## src/rtl/czd_pkg.sv

```systemverilog
package czd_pkg;

    localparam int unsigned LUMA_W    = 8;
    localparam int unsigned POS_W     = 10;
    localparam int unsigned CNT_W     = 21;
    localparam int unsigned SUM_W     = 31;
    localparam int unsigned THR_W     = 8;
    localparam int unsigned FRAC_W    = 16;
    localparam int unsigned CFG_IDX_W = 2;
    localparam int unsigned CFG_DAT_W = 16;
    localparam int unsigned PROD_W    = FRAC_W + CNT_W;
    localparam int unsigned DSH_W     = CNT_W + POS_W - 1;
    localparam int unsigned STEP_W    = 4;
    localparam int unsigned POS_CMP_W = 13;

    localparam int unsigned MAX_COLS = 1024;
    localparam int unsigned MAX_ROWS = 1024;

    localparam logic [CNT_W-1:0]  CNT_MAX    = {CNT_W{1'b1}};
    localparam logic [THR_W-1:0]  THR_RESET  = 8'd25;
    localparam logic [FRAC_W-1:0] FRAC_RESET = 16'd1311;
    localparam logic [STEP_W-1:0] STEP_LAST  = STEP_W'(POS_W - 1);

    localparam logic [CFG_IDX_W-1:0] CFG_THRESHOLD = 2'd0;
    localparam logic [CFG_IDX_W-1:0] CFG_FRACTION  = 2'd1;

    typedef struct packed {
        logic [LUMA_W-1:0] cur_luma;
        logic [LUMA_W-1:0] ref_luma;
        logic              in_zone;
        logic [POS_W-1:0]  pix_x;
        logic [POS_W-1:0]  pix_y;
        logic              frame_end;
    } pix_word_t;

    typedef struct packed {
        logic              person_present;
        logic [POS_W-1:0]  centroid_x;
        logic [POS_W-1:0]  centroid_y;
        logic [CNT_W-1:0]  changed_count;
        logic [CNT_W-1:0]  zone_pixels;
        logic              centroid_fresh;
    } res_word_t;

    typedef struct packed {
        logic start;
        logic release_ok;
    } fin_ctl_t;

    typedef struct packed {
        logic             busy;
        logic             done;
        logic             present;
        logic             fresh;
        logic [POS_W-1:0] cx;
        logic [POS_W-1:0] cy;
    } fin_stat_t;

    typedef enum logic [5:0] {
        FS_IDLE  = 6'b000001,
        FS_LOAD  = 6'b000010,
        FS_DIV_X = 6'b000100,
        FS_DIV_Y = 6'b001000,
        FS_CMP   = 6'b010000,
        FS_DONE  = 6'b100000
    } fin_state_t;

endpackage

```

## src/rtl/zone_change_presence_detector.sv

```systemverilog
// channel | direction | handshake            | word
// pix     | in        | pix_valid/pix_stall  | pix_data (czd_pkg::pix_word_t)
// res     | out       | res_valid/res_stall  | res_data (czd_pkg::res_word_t)
// cfg     | in        | cfg_we               | cfg_index, cfg_data
//
// Ordinary pixels: one word per cycle while pix_stall is low.
// Frame-end pixel: pix_stall while the finish steps run (load, X and Y division
// on the shared compare/subtract divider, compare, hand-off), with no division
// when no pixel changed, longer while the result register is held by res_stall.
// The result register lets a new frame start while the last result waits.
// rst_n is asynchronous; counters, sums and held centroid clear to zero.
module zone_change_presence_detector (
    input  logic                            clk,
    input  logic                            rst_n,
    input  logic                            pix_valid,
    output logic                            pix_stall,
    input  czd_pkg::pix_word_t              pix_data,
    output logic                            res_valid,
    input  logic                            res_stall,
    output czd_pkg::res_word_t              res_data,
    input  logic                            cfg_we,
    input  logic [czd_pkg::CFG_IDX_W-1:0]   cfg_index,
    input  logic [czd_pkg::CFG_DAT_W-1:0]   cfg_data
);

    logic [czd_pkg::THR_W-1:0]  thr_reg, thr_next;
    logic [czd_pkg::FRAC_W-1:0] frac_reg, frac_next;
    logic                       res_valid_reg, res_valid_next;
    czd_pkg::res_word_t         res_data_reg, res_data_next;

    logic                       pix_take;
    logic                       load_res;
    logic [czd_pkg::CNT_W-1:0]  hit_cnt;
    logic [czd_pkg::CNT_W-1:0]  zone_cnt;
    logic [czd_pkg::SUM_W-1:0]  sum_col;
    logic [czd_pkg::SUM_W-1:0]  sum_row;
    czd_pkg::fin_ctl_t          fin_ctl;
    czd_pkg::fin_stat_t         fin_stat;

    assign pix_stall = fin_stat.busy;
    assign pix_take  = pix_valid && !fin_stat.busy;
    assign load_res  = fin_stat.done && (!res_valid_reg || !res_stall);

    always_comb
    begin
        fin_ctl.start      = pix_take && pix_data.frame_end;
        fin_ctl.release_ok = load_res;
    end

    czd_accum u_accum (
        .clk       (clk),
        .rst_n     (rst_n),
        .en        (pix_take),
        .clear     (load_res),
        .pix       (pix_data),
        .threshold (thr_reg),
        .hit_cnt   (hit_cnt),
        .zone_cnt  (zone_cnt),
        .sum_col   (sum_col),
        .sum_row   (sum_row)
    );

    czd_finish u_finish (
        .clk      (clk),
        .rst_n    (rst_n),
        .ctl      (fin_ctl),
        .hit_cnt  (hit_cnt),
        .zone_cnt (zone_cnt),
        .sum_col  (sum_col),
        .sum_row  (sum_row),
        .fraction (frac_reg),
        .stat     (fin_stat)
    );

    always_comb
    begin
        thr_next  = thr_reg;
        frac_next = frac_reg;
        if (cfg_we)
        begin
            unique case (cfg_index)
                czd_pkg::CFG_THRESHOLD: thr_next  = cfg_data[czd_pkg::THR_W-1:0];
                czd_pkg::CFG_FRACTION:  frac_next = cfg_data[czd_pkg::FRAC_W-1:0];
                default:                ;
            endcase
        end
    end

    always_comb
    begin
        res_valid_next = res_valid_reg && res_stall;
        res_data_next  = res_data_reg;
        if (load_res)
        begin
            res_valid_next               = 1'b1;
            res_data_next.person_present = fin_stat.present;
            res_data_next.centroid_x     = fin_stat.cx;
            res_data_next.centroid_y     = fin_stat.cy;
            res_data_next.changed_count  = hit_cnt;
            res_data_next.zone_pixels    = zone_cnt;
            res_data_next.centroid_fresh = fin_stat.fresh;
        end
    end

    always_ff @(posedge clk or negedge rst_n)
    begin
        if (!rst_n)
        begin
            thr_reg       <= czd_pkg::THR_RESET;
            frac_reg      <= czd_pkg::FRAC_RESET;
            res_valid_reg <= 1'b0;
        end
        else
        begin
            thr_reg       <= thr_next;
            frac_reg      <= frac_next;
            res_valid_reg <= res_valid_next;
        end
    end

    always_ff @(posedge clk)
    begin
        res_data_reg <= res_data_next;
    end

    assign res_valid = res_valid_reg;
    assign res_data  = res_data_reg;

endmodule

```

## src/rtl/czd_accum.sv

```systemverilog
module czd_accum (
    input  logic                        clk,
    input  logic                        rst_n,
    input  logic                        en,
    input  logic                        clear,
    input  czd_pkg::pix_word_t          pix,
    input  logic [czd_pkg::THR_W-1:0]   threshold,
    output logic [czd_pkg::CNT_W-1:0]   hit_cnt,
    output logic [czd_pkg::CNT_W-1:0]   zone_cnt,
    output logic [czd_pkg::SUM_W-1:0]   sum_col,
    output logic [czd_pkg::SUM_W-1:0]   sum_row
);

    logic [czd_pkg::CNT_W-1:0]  hit_reg, hit_next;
    logic [czd_pkg::CNT_W-1:0]  zone_reg, zone_next;
    logic [czd_pkg::SUM_W-1:0]  scol_reg, scol_next;
    logic [czd_pkg::SUM_W-1:0]  srow_reg, srow_next;
    logic [czd_pkg::LUMA_W-1:0] diff;
    logic                       in_frame;
    logic                       zone_ok;
    logic                       changed;

    always_comb
    begin
        in_frame = ({{(czd_pkg::POS_CMP_W - czd_pkg::POS_W){1'b0}}, pix.pix_x}
                    < czd_pkg::POS_CMP_W'(czd_pkg::MAX_COLS))
                && ({{(czd_pkg::POS_CMP_W - czd_pkg::POS_W){1'b0}}, pix.pix_y}
                    < czd_pkg::POS_CMP_W'(czd_pkg::MAX_ROWS));
        zone_ok  = pix.in_zone && in_frame;
        diff     = (pix.cur_luma > pix.ref_luma) ? pix.cur_luma - pix.ref_luma
                                                 : pix.ref_luma - pix.cur_luma;
        changed  = zone_ok && (diff > threshold) && (hit_reg != czd_pkg::CNT_MAX);

        hit_next  = hit_reg;
        zone_next = zone_reg;
        scol_next = scol_reg;
        srow_next = srow_reg;
        if (clear)
        begin
            hit_next  = '0;
            zone_next = '0;
            scol_next = '0;
            srow_next = '0;
        end
        else if (en)
        begin
            if (zone_ok && zone_reg != czd_pkg::CNT_MAX)
            begin
                zone_next = zone_reg + 1'b1;
            end
            if (changed)
            begin
                hit_next  = hit_reg + 1'b1;
                scol_next = scol_reg + czd_pkg::SUM_W'(pix.pix_x);
                srow_next = srow_reg + czd_pkg::SUM_W'(pix.pix_y);
            end
        end
    end

    always_ff @(posedge clk or negedge rst_n)
    begin
        if (!rst_n)
        begin
            hit_reg  <= '0;
            zone_reg <= '0;
            scol_reg <= '0;
            srow_reg <= '0;
        end
        else
        begin
            hit_reg  <= hit_next;
            zone_reg <= zone_next;
            scol_reg <= scol_next;
            srow_reg <= srow_next;
        end
    end

    assign hit_cnt  = hit_reg;
    assign zone_cnt = zone_reg;
    assign sum_col  = scol_reg;
    assign sum_row  = srow_reg;

endmodule

```

## src/rtl/czd_finish.sv

```systemverilog
module czd_finish (
    input  logic                        clk,
    input  logic                        rst_n,
    input  czd_pkg::fin_ctl_t           ctl,
    input  logic [czd_pkg::CNT_W-1:0]   hit_cnt,
    input  logic [czd_pkg::CNT_W-1:0]   zone_cnt,
    input  logic [czd_pkg::SUM_W-1:0]   sum_col,
    input  logic [czd_pkg::SUM_W-1:0]   sum_row,
    input  logic [czd_pkg::FRAC_W-1:0]  fraction,
    output czd_pkg::fin_stat_t          stat
);

    czd_pkg::fin_state_t         state_reg, state_next;
    logic [czd_pkg::SUM_W-1:0]   rem_reg, rem_next;
    logic [czd_pkg::DSH_W-1:0]   dsh_reg, dsh_next;
    logic [czd_pkg::POS_W-1:0]   quo_reg, quo_next;
    logic [czd_pkg::STEP_W-1:0]  step_reg, step_next;
    logic [czd_pkg::PROD_W-1:0]  prod_reg, prod_next;
    logic [czd_pkg::POS_W-1:0]   cx_reg, cx_next;
    logic [czd_pkg::POS_W-1:0]   cy_reg, cy_next;
    logic                        present_reg, present_next;
    logic                        fresh_reg, fresh_next;

    // shared compare/subtract: one quotient bit per cycle
    logic                        fits;
    logic [czd_pkg::SUM_W-1:0]   rem_sub;
    logic [czd_pkg::POS_W-1:0]   quo_step;
    logic [czd_pkg::DSH_W-1:0]   dsh_init;

    always_comb
    begin
        fits     = rem_reg >= {1'b0, dsh_reg};
        rem_sub  = fits ? rem_reg - {1'b0, dsh_reg} : rem_reg;
        quo_step = {quo_reg[czd_pkg::POS_W-2:0], fits};
        dsh_init = {hit_cnt, {(czd_pkg::POS_W - 1){1'b0}}};

        state_next   = state_reg;
        rem_next     = rem_reg;
        dsh_next     = dsh_reg;
        quo_next     = quo_reg;
        step_next    = step_reg;
        prod_next    = prod_reg;
        cx_next      = cx_reg;
        cy_next      = cy_reg;
        present_next = present_reg;
        fresh_next   = fresh_reg;

        unique case (state_reg)
            czd_pkg::FS_IDLE:
            begin
                if (ctl.start)
                begin
                    state_next = czd_pkg::FS_LOAD;
                end
            end
            czd_pkg::FS_LOAD:
            begin
                rem_next   = sum_col;
                dsh_next   = dsh_init;
                quo_next   = '0;
                step_next  = czd_pkg::STEP_LAST;
                prod_next  = czd_pkg::PROD_W'(fraction) * czd_pkg::PROD_W'(zone_cnt);
                fresh_next = hit_cnt != '0;
                state_next = (hit_cnt != '0) ? czd_pkg::FS_DIV_X : czd_pkg::FS_CMP;
            end
            czd_pkg::FS_DIV_X:
            begin
                rem_next  = rem_sub;
                dsh_next  = dsh_reg >> 1;
                quo_next  = quo_step;
                step_next = step_reg - 1'b1;
                if (step_reg == '0)
                begin
                    cx_next    = quo_step;
                    rem_next   = sum_row;
                    dsh_next   = dsh_init;
                    quo_next   = '0;
                    step_next  = czd_pkg::STEP_LAST;
                    state_next = czd_pkg::FS_DIV_Y;
                end
            end
            czd_pkg::FS_DIV_Y:
            begin
                rem_next  = rem_sub;
                dsh_next  = dsh_reg >> 1;
                quo_next  = quo_step;
                step_next = step_reg - 1'b1;
                if (step_reg == '0)
                begin
                    cy_next    = quo_step;
                    state_next = czd_pkg::FS_CMP;
                end
            end
            czd_pkg::FS_CMP:
            begin
                present_next = (zone_cnt != '0)
                            && ({hit_cnt, {czd_pkg::FRAC_W{1'b0}}} > prod_reg);
                state_next   = czd_pkg::FS_DONE;
            end
            czd_pkg::FS_DONE:
            begin
                if (ctl.release_ok)
                begin
                    state_next = czd_pkg::FS_IDLE;
                end
            end
            default:
            begin
                state_next = czd_pkg::FS_IDLE;
            end
        endcase
    end

    always_ff @(posedge clk or negedge rst_n)
    begin
        if (!rst_n)
        begin
            state_reg   <= czd_pkg::FS_IDLE;
            cx_reg      <= '0;
            cy_reg      <= '0;
            present_reg <= 1'b0;
            fresh_reg   <= 1'b0;
        end
        else
        begin
            state_reg   <= state_next;
            cx_reg      <= cx_next;
            cy_reg      <= cy_next;
            present_reg <= present_next;
            fresh_reg   <= fresh_next;
        end
    end

    always_ff @(posedge clk)
    begin
        rem_reg  <= rem_next;
        dsh_reg  <= dsh_next;
        quo_reg  <= quo_next;
        step_reg <= step_next;
        prod_reg <= prod_next;
    end

    always_comb
    begin
        stat.busy    = state_reg != czd_pkg::FS_IDLE;
        stat.done    = state_reg == czd_pkg::FS_DONE;
        stat.present = present_reg;
        stat.fresh   = fresh_reg;
        stat.cx      = cx_reg;
        stat.cy      = cy_reg;
    end

endmodule

```

## config.mk

```make
export PLATFORM = sky130hd
export DESIGN_NAME = zone_change_presence_detector
export DESIGN_NICKNAME = d
export VERILOG_FILES = /design/src/rtl/czd_pkg.sv /design/src/rtl/zone_change_presence_detector.sv /design/src/rtl/czd_accum.sv /design/src/rtl/czd_finish.sv
export SDC_FILE = /design/constraint.sdc
export NUM_CORES = 1
export LEC_CHECK = 0
export BUFFER_PORTS_ARGS = -buffer_cell sky130_fd_sc_hd__buf_2
export CAP_MARGIN = 20
export CORE_MARGIN = 2
export CORE_UTILIZATION = 26
export CTS_BUF_LIST = sky130_fd_sc_hd__clkbuf_4 sky130_fd_sc_hd__clkbuf_8 sky130_fd_sc_hd__clkbuf_16
export DETAILED_ROUTE_END_ITERATION = 8
export PLACE_DENSITY = 0.4
export RECOVER_POWER = 50
export SLEW_MARGIN = 40
export SYNTH_ARGS = -nofsm -noshare
export SYNTH_HDL_FRONTEND = slang
export SYNTH_SLANG_ARGS = --single-unit
```

## constraint.sdc

```tcl
create_clock -name clk -period 6.28 [get_ports clk]
set_clock_uncertainty 0.1 [all_clocks]
set_input_delay 0.628 -clock clk [delete_from_list [all_inputs] [get_ports clk]]
set_output_delay 0.628 -clock clk [all_outputs]
set_load 0.005 [all_outputs]
```

Word-level counts from Yosys, hierarchy flattened
Index checks and enable logic that the tools add are counted.
{"block": "totals", "regBits": 332, "input_bits": 61, "out_inout_bits": 66, "wordCells": 106}
{"block": "op_classes", "add_sub_neg": 8, "multipliers": 1, "order_cmp": 4, "eq_ne": 14, "mux": 29, "n_reduce_logical": 27}
{"op": "31-bit two-way mux", "n": 8}
{"op": "21-bit two-way mux", "n": 6}
{"op": "31-bit one-hot mux with 3 select lines", "n": 1}
{"op": "30-bit one-hot mux with 3 select lines", "n": 1}
{"op": "31-bit by 10-bit adder with 31-bit output", "n": 2}
{"op": "21-bit by 1-bit adder with 21-bit output (second input constant)", "n": 2}
{"op": "21-bit inequality test (second input constant)", "n": 2}
{"op": "21-bit nonzero test", "n": 2}
{"op": "37-bit greater-than comparator", "n": 1}
{"op": "16-bit by 21-bit multiplier with 37-bit output", "n": 1}
{"op": "6-bit one-hot mux with 6 select lines", "n": 1}
{"op": "31-bit by 30-bit greater-or-equal comparator with 1-bit output", "n": 1}
{"op": "31-bit by 30-bit subtractor with 31-bit output", "n": 1}
{"op": "30-bit two-way mux", "n": 1}
{"op": "9-bit one-hot mux with 3 select lines", "n": 1}
{"op": "6-bit two-way mux", "n": 4}
{"op": "8-bit greater-than comparator", "n": 2}
{"op": "8-bit subtractor", "n": 2}
{"op": "4-bit one-hot mux with 3 select lines", "n": 1}
{"op": "2-bit AND reduction", "n": 6}
{"op": "9-bit two-way mux", "n": 1}
{"op": "1-bit logical AND", "n": 8}
{"op": "8-bit two-way mux", "n": 1}
{"op": "6-bit by 1-bit == test with 1-bit output (second input constant)", "n": 1}
{"op": "other kinds (20)", "n": 26}

Logic depth before layout (Yosys ltp)
Gate-level depths: netlist of run 1.
{"block": "depth", "word_depth": 8, "ltp_mapped": 25}

Modules after synthesis
A second synthesis of run 1 with hierarchy kept.
{"block": "hier_totals", "cells_unflattened": 2985, "hier_area_um2": 28937.8}
{"mod": "czd_finish", "n_inst": 1, "cells_per_inst": 2051, "area_per_inst_um2": 18908.1, "seq_area_each_um2": 4035.1}
{"mod": "czd_accum", "n_inst": 1, "cells_per_inst": 814, "area_per_inst_um2": 7121.8, "seq_area_each_um2": 2602.5}
{"mod": "zone_change_presence_detector", "n_inst": 1, "cells_per_inst": 120, "area_per_inst_um2": 2907.8, "seq_area_each_um2": 2560.0}

Worst setup path after synthesis of run 1
OpenSTA, ideal clock, no wires.
{"block": "synth_timing", "kind": "reg2reg", "start": "register u_accum.zone_reg (netlist bit u_accum.zone_cnt[10])", "end": "register u_finish.prod_reg[36] (netlist bit), data pin", "setup_ns": 0.260, "arrival_ns": 6.208, "t_required_ns": 5.920, "path_slack_ns": -0.287, "path_stages_with_launch": 23, "synth_period_minus_slack_ns": 6.567, "cell_sequence": "dfrtp_1 -> clkbuf_1 -> buf_1 -> nand2_1 -> fa_1 -> inv_1 -> fa_1 -> fa_1 -> inv_1 -> fa_1 -> inv_1 -> fa_1 -> fa_1 -> ha_1 -> inv_2 -> o31ai_4 -> o2111ai_2 -> or4_4 -> a311o_2 -> a211oi_2 -> o311ai_1 -> nand2_1 -> xnor2_1"}
{"block": "synth_between", "elab_chain_cells": 1}
{"element": "start: declaration", "line_no": "czd_accum.sv:15", "source": "logic [czd_pkg::CNT_W-1:0] zone_reg, zone_next;"}
{"element": "start signal: assignment", "line_no": "czd_accum.sv:72", "source": "zone_reg <= zone_next;"}
{"element": "16-bit by 21-bit multiplier with 37-bit output", "line_no": "czd_finish.sv:62", "source": "prod_next = czd_pkg::PROD_W'(fraction) * czd_pkg::PROD_W'(zone_cnt);"}
{"element": "end signal: assignment", "line_no": "czd_finish.sv:140", "source": "prod_reg <= prod_next;"}
{"element": "end: declaration", "line_no": "czd_finish.sv:18", "source": "logic [czd_pkg::PROD_W-1:0] prod_reg, prod_next;"}
No other way between the ends.
A chain may end at the register's enable or synchronous reset.

Worst setup path in the final report of run 1
{"block": "layout_timing", "start": "register frac_reg[4] (netlist bit)", "end": "register u_finish.prod_reg[36] (netlist bit), data pin"}
{"block": "layout_between", "elab_chain_cells": 1}
{"element": "start: declaration", "line_no": "zone_change_presence_detector.sv:27", "source": "logic [czd_pkg::FRAC_W-1:0] frac_reg, frac_next;"}
{"element": "start signal: assignment", "line_no": "zone_change_presence_detector.sv:110", "source": "frac_reg <= czd_pkg::FRAC_RESET;"}
{"element": "start signal: assignment", "line_no": "zone_change_presence_detector.sv:116", "source": "frac_reg <= frac_next;"}
{"element": "16-bit by 21-bit multiplier with 37-bit output", "line_no": "czd_finish.sv:62"}
No other way between the ends.

==> results.cfg, run 1 <==
[power]
seq_power_share = 0.295
clkPwrFrac = 0.243
ir_drop_uv = 222
leakage_nw = 15.6
p_switching_w = 0.00404
powerDensity_nw_per_um2 = 308
pwr-share-comb = 0.462
p_int_w = 0.00646
p_sw_frac = 0.384
p_total_w = 0.0105

[placement]
hpwlAfterDp_um = 63200
dp_worst_setup_slack_ps = -306
port_buffers = 126
gp_congestion = 0.801

[floorplanning]
dieWidth_um = 333
die_area_um2 = 111000
die_y_um = 333
start_util = 0.262
pin_count = 127
rows = 120
core_um2 = 107000

[drt]
drc = 0
num_vias = 20800
drt-vias-per-instance = 4.50
routed_wl_um = 81100
antenna_left = 0
drt_iter0_drc = 986
firstDrtPassIters = 5
detail_route.wl_per_cell_um = 17.5

[yosys]
synth_top_area_frac = 0.191
synthDistinctLibCells = 77
yosysSeqAreaShare = 0.327
synth_fp_nets = 3447
synth_area_leaders = fa_1, edfxtp_1, dfrtp_1
yosysTopAreaCell = fa_1
synth_edf_count = 175
synth_area_um2 = 28100
synth_area_per_cell_um2 = 9.67
yosys_warnings = 0
synth_cells = 2908
synth_seq_cells = 332
synth_async_sr_flop_share = 0.473
synthFlopType = edfxtp_1

[worst_setup_path]
r2r.worst_path.cells = 20
cp-start-kind = flop
timing.rr.end = u_finish.prod_reg[36]$_DFFE_PN_
critPathKind = reg -> reg
worstSetupEndpointType = flop
reg2reg_setup_slack_ps = -100
cp_max_fo = 3
cp.arrival_ps = 6590
cp_data_required_time_ps = 6490
crit-reg2reg-launch = frac_reg[4]$_DFFE_PN1P_
crit_path_start = frac_reg[4]$_DFFE_PN1P_

[status]
status = finished with violations
violations = max-capacitance violations, max-slew violations, negative setup slack

[hold_path]
hp-start = cfg_data[9]
hp-class = in -> reg
hold_depth = 2
hold_end = frac_reg[9]$_DFFE_PN0P_

[timing]
hold_slack_ps = 168
setup_violations = 4
setup_slack_ps = -97.0
fin_crit_sh = 1.02
fmax_mhz = 157
rsz0062_at_grt = yes
slew_viol_final = 25
tightestPinTransition_ps = 1740
min_period_ps = 6380
slew_headroom = -0.163
hold_violations = 0

[cts]
clock_latency_ps = 580
htreeDepth = 2
cts.sinks = 332
clock-root-buffer = clkbuf_16
cts_tree = built
cts.path.max_buffers = 3
cts.clk_slew.worst_paths_ps = 70
cts_buffers = 42

[cells_and_area]
drive_above_1_share = 0.186
fillers = 11300
layout_common_cells = inv_1, nand2_1, fa_1
nNetsFinal = 3735
areaGrowthSynthToFinish_pct = 21.4
multiInputGateArea_um2 = 17200
final_common_cell = inv_1
largest_reg_flops = 64
regArea_um2 = 9210

[grt]
grt_pass1_vias = 21900
grt_max_degree = 134
grt_pass1_wl_um = 129000
antenna_found_initial = 2
grt-ovfl-total = 0
grtUsageTotal = 0.148

[run]
drv_cap = 1
==> synthesized netlist by cell type, types with 15 or more instances <==
cell        n
nor2_1    155
and2_1    151
mux2i_1    29
mux2_2     30
nand3_1    72
clkbuf_1  110
nor3_1     38
a31oi_1    15
a21o_1     40
o22ai_1    27
nand4_1    32
nor4_1     19
nand2_1   357
ha_1      209
o21ai_0   124
or3_1      18
dfrtp_1   146
xnor2_1    92
edfxtp_1  175
xor2_1     52
a21oi_1   119
inv_1     442
fa_1      269
==> per-stage QoR <==
stage / util / instance area [um^2] / instances / setup TNS [ps]
floorplan: - / 28200 / 2908 / 0
detailed placement: 0.296 / 31800 / 4514 / -1490
CTS: 0.312 / 33400 / 4601 / -292
global route: 0.318 / 34100 / 4631 / -2040
global placement: 0.296 / 31700 / 4513 / -1070
finish: 0.318 / 34100 / 4632 / -223
==> worst max-delay path: stages, from the launching register on <==
cell	delay, ps
dfstp_2	590
nand2_2	80
fa_1	550
inv_2	40
fa_1	500
fa_1	540
inv_2	40
fa_1	530
inv_1	50
fa_1	490
fa_1	450
ha_4	320
inv_4	40
o31ai_4	280
o2111ai_4	170
or4_4	460
a311o_2	370
a211oi_2	260
o311ai_1	120
nand2_1	90
xnor2_1	70
==> cell families after synthesis <==
group                    count (synthesis)  synth area share
adder cells (fa/ha/maj)                478             0.284
AO/OA/AOI/OAI                          409            0.0887
XOR/XNOR                               144            0.0448
AND/OR/NAND/NOR                        915             0.156
flip-flops                             332             0.327
multiplexers                            59            0.0223
buffers and inverters                  571            0.0766
==> final cells by class <==
type	instances	area share
antenna	1	0.0000733
clock buffer	53	0.0345
clock inverter	23	0.00773
inverter	443	0.0489
multi-input combinational	2005	0.504
sequential	332	0.270
tap	1403	0.0514
timing repair buffer	372	0.0837
==> power by group through the flow <==
stage	clock, W	sequential [W]	combinational (W)
after floorplan	0	0.00303	0.00313
after global placement	0	0.00315	0.00460
after detailed placement	0	0.00315	0.00460
after CTS	0.00265	0.00310	0.00469
after global routing	0.00272	0.00315	0.00550
final	0.00255	0.00310	0.00485
==> timing repair <==
item	4_1_cts	5_1_grt
gates resized for setup	27	127
setup endpoints to repair	12	19
hold endpoints to repair	24	0
pin swaps	26	90
setup buffers	10	32
hold buffers	1	0
gates cloned	0	1
==> metal layers <==
layer  track usage  vias to the layer above  share of wire
met3        0.0147                       73          0.026
met2         0.250                      215           0.48
met1         0.204                    10400           0.47
met5             0                        -              0
li1              -                    10100              -
met4        0.0309                        0          0.017
==> how the worst max path moves through the flow <==
stage          slack (ps)                         endpoint
6_report             -100  u_finish.prod_reg[36]$_DFFE_PN_
2_1_floorplan           4  u_finish.prod_reg[36]$_DFFE_PN_
4_1_cts              -120  u_finish.prod_reg[36]$_DFFE_PN_
3_5_place_dp         -310  u_finish.prod_reg[35]$_DFFE_PN_
5_1_grt              -290  u_finish.prod_reg[36]$_DFFE_PN_
3_3_place_gp         -210  u_finish.prod_reg[35]$_DFFE_PN_
No activity file was read; power rests on OpenSTA's default activity.
==> run 2: changes to the inputs <==
- ABC_AREA: default -> 1
==> results.cfg, run 2 <==
[yosys]
synth_top_area_frac = 0.170
yosysSeqAreaShare = 0.291
synth_fp_nets = 4594
yosysTopAreaCell = fa_1
synthTopCellsByCount = nand2_1, inv_1, fa_1, nor2_1, ha_1
synth_area_um2 = 31600
synth_seq_cells = 332
synth_async_sr_flop_share = 0.473
yosys_warnings = 0
synth_area_leaders = fa_1, edfxtp_1, nand2_1
synth_edf_count = 175
synth_cells = 4055
synth_area_per_cell_um2 = 7.79
synthDistinctLibCells = 57
synth_most_common_cell = nand2_1
synthFlopType = edfxtp_1

[drt]
drc = 0
drt-vias-per-instance = 4.45
routed_wl_um = 102000
drt_iter0_drc = 1514
num_vias = 25900
firstDrtPassIters = 7
antenna_left = 0
detail_route.wl_per_cell_um = 17.5

[power]
p_sw_frac = 0.446
p_int_w = 0.00596
p_switching_w = 0.00479
seq_power_share = 0.302
powerDensity_nw_per_um2 = 299
leakage_nw = 18.1
clkPwrFrac = 0.241
p_total_w = 0.0108
ir_drop_uv = 200
pwr-share-comb = 0.457

[placement]
dp_cells = 5749
gp_congestion = 0.866
hpwlAfterDp_um = 81400
placed_area_um2 = 34500
port_buffers = 126

[grt]
grtUsageTotal = 0.164
grt_pass1_wl_um = 159000
antenna_found_initial = 1
grt_pass1_vias = 26500
grt_max_degree = 115
grt-ovfl-total = 0

[timing]
min_period_ps = 5970
slew_headroom = -0.734
fin_crit_sh = 0.951
setup_violations = 0
fmax_mhz = 167
slew_viol_final = 148
rsz0062_at_grt = no
hold_violations = 0
tightestPinTransition_ps = 2600
finalSetupTns_ps = 0

[floorplanning]
pin_count = 127
die_area_um2 = 124000
die_y_um = 353
start_util = 0.263
rows = 127
core_um2 = 120000
dieWidth_um = 353

[worst_setup_path]
reg2reg_setup_slack_ps = 310
crit_path_start = frac_reg[4]$_DFFE_PN1P_
r2r.worst_path.cells = 20
crit_path_top_delay_cell = dfstp_4
cp_data_required_time_ps = 6520
cpPeakStageDelay_ps = 710
timing.rr.end = u_finish.prod_reg[21]$_DFFE_PN_
cp.arrival_ps = 6210
cp-start-kind = flop
cpMostUsedCell = fa_1
crit-reg2reg-launch = frac_reg[4]$_DFFE_PN1P_
critPathKind = reg -> reg
critical_path.cell_chain = buf_4 > nand2_1 > fa_1 > inv_1 > fa_1 > fa_1 > inv_1 > fa_1 > inv_1 > fa_1 > fa_1 > ha_1 > nand2_1 > inv_1 > a21oi_1 > o21bai_1 > a21oi_2 > inv_1 > a21oi_1 > xnor2_1
worstSetupEndpointType = flop
cp_max_fo = 10

[cts]
cts.clk_slew.worst_paths_ps = 60
cts_buffers = 45
clock_latency_ps = 630
cts.sinks = 332
cts.path.max_buffers = 3
clock-root-buffer = clkbuf_16
htreeDepth = 2
cts_tree = built

[cells_and_area]
design_area_um2 = 35900
drive_above_1_share = 0.0802
layout_common_cells = nand2_1, inv_1, fa_1
final_common_cell = nand2_1
fillers = 13200
multiInputGateArea_um2 = 18500
largest_reg_flops = 64
regArea_um2 = 9230
diodes = 0
nNetsFinal = 4727
areaGrowthSynthToFinish_pct = 13.7
fin_cells = 5837

[hold_path]
hold_depth = 2
hp-start = cfg_data[14]
hp-class = in -> reg
hold_end = frac_reg[14]$_DFFE_PN0P_

[status]
status = finished with violations
violations = max-capacitance violations, max-slew violations

[run]
drv_cap = 3
## run 2: changes by cell type after synthesis, sizes merged, moves of 47 or more
cell / before / now
nor2: 155 / 254
inv: 443 / 874
nand4: 32 / 83
xnor2: 92 / 37
o21ai: 128 / 198
nand2: 358 / 1071
and2: 152 / 1
a21oi: 119 / 180
nand3: 72 / 168
buf: 18 / 65
## run 2: how the worst max path moves through the flow
| stage | end | slack, ps | depth (start not counted) |
|---|---|---|---|
| 4_1_cts | u_finish.prod_reg[36]$_DFFE_PN_ | 70 | 20 |
| 6_report | u_finish.prod_reg[21]$_DFFE_PN_ | 310 | 20 |
| 5_1_grt | u_finish.prod_reg[32]$_DFFE_PN_ | 1 | 22 |
| 2_1_floorplan | u_finish.prod_reg[29]$_DFFE_PN_ | 480 | 19 |
| 3_5_place_dp | u_finish.prod_reg[36]$_DFFE_PN_ | 70 | 20 |
| 3_3_place_gp | u_finish.prod_reg[20]$_DFFE_PN_ | 60 | 18 |
## run 2: worst max-delay path: cells and delay by family (launching register included)
| kind | cells | cell delay [ps] |
|---|---|---|
| simple gates | 2 | 220 |
| fa+ha+maj | 7 | 3300 |
| compound gates | 4 | 720 |
| flops | 1 | 710 |
| buf+inv | 6 | 530 |
| xor+xnor | 1 | 130 |
## run 2: metrics by stage
step           utilization  hold slack [ps]  worst slack [ps]
6_report             0.299              164               309
5_1_grt              0.299              146              1.03
4_1_cts              0.299              127              71.7
3_5_place_dp         0.287              333              74.0
3_3_place_gp         0.286              332              55.6
2_1_floorplan            -              232               484
## run 2: final cells by class
class	instances	share of cell area
Tap cell	1612	0.0561
Inverter	874	0.0913
Sequential cell	332	0.257
Clock inverter	24	0.00700
Multi-Input combinational cell	2710	0.516
Clock buffer	60	0.0346
Timing Repair Buffer	225	0.0384
## run 2: power by group through the flow
stage / Sequential [W] / Combinational, W / Clock [W]
6_report: 0.00325 / 0.00491 / 0.00259
5_1_grt: 0.00330 / 0.00565 / 0.00276
4_1_cts: 0.00326 / 0.00500 / 0.00269
3_5_place_dp: 0.00330 / 0.00497 / 0
3_3_place_gp: 0.00330 / 0.00498 / 0
2_1_floorplan: 0.00306 / 0.00355 / 0
## run 2: what timing repair did
item	4_1_cts	5_1_grt
setup buffers	0	2
setup endpoints to repair	0	14
resized for setup	0	22
endpoints found under the hold margin	42	0
hold buffers	1	0
## run 2: logic make-up after synthesis
logic type | count (synthesis) | synth area share
AOI/OAI and AO/OA | 440 | 0.0769
xor gates and xnor gates | 102 | 0.0283
adders and majority gates | 478 | 0.253
buffers and inverters | 1013 | 0.124
DFF | 332 | 0.291
muxes | 8 | 0.00285
and+or+nand+nor | 1682 | 0.223
## run 2: metal layers
layer	share of wire	vias to the layer above	track usage
met2	0.47	434	0.273
met4	0.027	2	0.0484
li1	-	12900	-
met1	0.47	12500	0.224
met5	0.00013	-	0
met3	0.034	127	0.0194
==> run 3: changes to the inputs <==
- SETUP_SLACK_MARGIN: default -> 0.5
==> results.cfg, run 3 (same netlist as run 2, synthesis figures left out) <==
[floorplanning]
dieWidth_um = 353
die_y_um = 353
start_util = 0.263
core_um2 = 120000
die_area_um2 = 124000
pin_count = 127
rows = 127

[status]
violations = max-capacitance violations, max-slew violations
status = finished with violations

[grt]
grtUsageTotal = 0.165
grt_max_degree = 75
grt_pass1_vias = 26400
grt-ovfl-total = 0
grt_pass1_wl_um = 161000
antenna_found_initial = 0

[worst_setup_path]
crit_path_top_delay_cell = dfrtp_1
worstSetupEndpointType = flop
cp-start-kind = flop
cp-endpoint = u_finish.prod_reg[20]$_DFFE_PN_
cp.arrival_ps = 6150
cpMostUsedCell = fa_1
r2r.worst_path.cells = 18
cpPeakStageDelay_ps = 750
timing.rr.end = u_finish.prod_reg[20]$_DFFE_PN_
cp_data_required_time_ps = 6500
crit_path_start = u_accum.zone_cnt[5]$_DFFE_PN0P_
critical_path.cell_chain = buf_4 > nand2_1 > fa_1 > inv_1 > fa_1 > fa_1 > inv_2 > fa_1 > inv_2 > fa_2 > fa_1 > ha_4 > a21oi_4 > o21ai_2 > o21bai_4 > a21o_1 > a21oi_2 > xnor2_1
cp_max_fo = 11
critPathKind = reg -> reg
crit-reg2reg-launch = u_accum.zone_cnt[5]$_DFFE_PN0P_
reg2reg_setup_slack_ps = 340

[timing]
rsz0062_at_grt = yes
slew_headroom = -1.14
min_period_ps = 5940
hold_slack_ps = 141
setup_violations = 0
slew_viol_final = 193
fin_crit_sh = 0.945
hold_violations = 0
tightestPinTransition_ps = 3210
fmax_mhz = 168

[cells_and_area]
layout_common_cells = nand2_1, inv_1, fa_1
design_area_um2 = 37600
fillers = 13100
largest_reg_flops = 64
diodes = 0
areaGrowthSynthToFinish_pct = 18.9
nNetsFinal = 4793
drive_above_1_share = 0.133
final_common_cell = nand2_1

[placement]
placed_area_um2 = 34500
port_buffers = 126
gp_congestion = 0.873
hpwlAfterDp_um = 81700

[drt]
detail_route.wl_per_cell_um = 17.6
firstDrtPassIters = 7
routed_wl_um = 104000
drc = 0
antenna_left = 0
drt-vias-per-instance = 4.44
drt_iter0_drc = 1550
num_vias = 26200

[power]
leakage_nw = 18.8
ir_drop_uv = 283
p_total_w = 0.0114
powerDensity_nw_per_um2 = 304

[run]
drv_cap = 4

[cts]
clock-root-buffer = clkbuf_16
cts_buffers = 44
cts.sinks = 332
htreeDepth = 2
clock_latency_ps = 620
cts.path.max_buffers = 3
cts.clk_slew.worst_paths_ps = 60
cts_tree = built

[hold_path]
hp-class = in -> reg
==> run 3: cell count changes in the layout (fill, tap and decap cells not counted), moves of 18 or more <==
cell	before	now
a21oi_1	170	143
a21oi_2	10	28
buf_4	79	123
inv_1	865	844
inv_2	9	30
nand2_1	1066	1032
nand2_2	3	25
==> run 3: layout make-up <==
| class | count | area [um^2] | area share |
|---|---|---|---|
| inverters | 874 | 3280 | 0.0873 |
| multi-input cells | 2710 | 19400 | 0.516 |
| clock inverters | 26 | 354 | 0.00943 |
| repair buffers | 292 | 2070 | 0.0551 |
| well taps | 1612 | 2020 | 0.0537 |
| clock buffers | 56 | 1220 | 0.0325 |
| flip-flops and latches | 332 | 9240 | 0.246 |
==> run 3: worst min path at each step <==
stage	start	endpoint	slack [ps]	cells after the start
after floorplan	rst_n	frac_reg[11]$_DFFE_PN0P_	230	0
after global placement	u_finish.cy_reg[4]$_DFFE_PN0P_	res_data[47]$_DFFE_PP_	330	0
after detailed placement	u_finish.cy_reg[7]$_DFFE_PN0P_	res_data[50]$_DFFE_PP_	330	0
after CTS	cfg_data[14]	frac_reg[14]$_DFFE_PN0P_	100	2
after global routing	cfg_data[11]	frac_reg[11]$_DFFE_PN0P_	110	2
final	cfg_data[14]	frac_reg[14]$_DFFE_PN0P_	140	2
==> run 3: per-stage QoR <==
stage | utilization | setup slack (ps) | setup TNS (ps) | std cells
2_1_floorplan | - | 504 | 0 | 4055
3_3_place_gp | 0.287 | -126 | -436 | 5757
3_5_place_dp | 0.287 | -102 | -261 | 5758
4_1_cts | 0.307 | 475 | 0 | 5875
5_1_grt | 0.312 | 179 | 0 | 5902
6_report | 0.312 | 344 | 0 | 5902
==> run 3: routing by layer <==
metal / global-route usage / vias to the layer above / routed length, um
met2: 0.280 / 502 / 49800
met3: 0.0212 / 115 / 3970
met1: 0.223 / 12500 / 47800
met5: 0 / - / 0
met4: 0.0421 / 0 / 2500
li1: - / 13000 / -
==> run 3: power by group <==
part	leakage (nW)	internal [W]	total (W)	switching, W
registers	3.83	0.00285	0.00324	0.000385
logic	14.2	0.00188	0.00542	0.00354
clock network	0.771	0.00165	0.00275	0.00111
total	18.8	0.00638	0.0114	0.00503
==> run 3: worst max-delay path: cells and delay by family, from the launching register on <==
| kind | cells | cell delay [ps] |
|---|---|---|
| flip-flops | 1 | 750 |
| AO/OA/AOI/OAI | 5 | 840 |
| AND/OR/NAND/NOR | 1 | 100 |
| buffers and inverters | 4 | 410 |
| adder cells (fa/ha/maj) | 7 | 3300 |
| XOR/XNOR | 1 | 120 |
==> run 3: what timing repair did <==
| item | 4_1_cts | 5_1_grt |
|---|---|---|
| hold endpoints to repair | 50 | 0 |
| resized for setup | 149 | 136 |
| setup endpoints to repair | 25 | 23 |
| pin swaps | 43 | 76 |
| setup buffers | 34 | 27 |
| hold buffers | 1 | 0 |
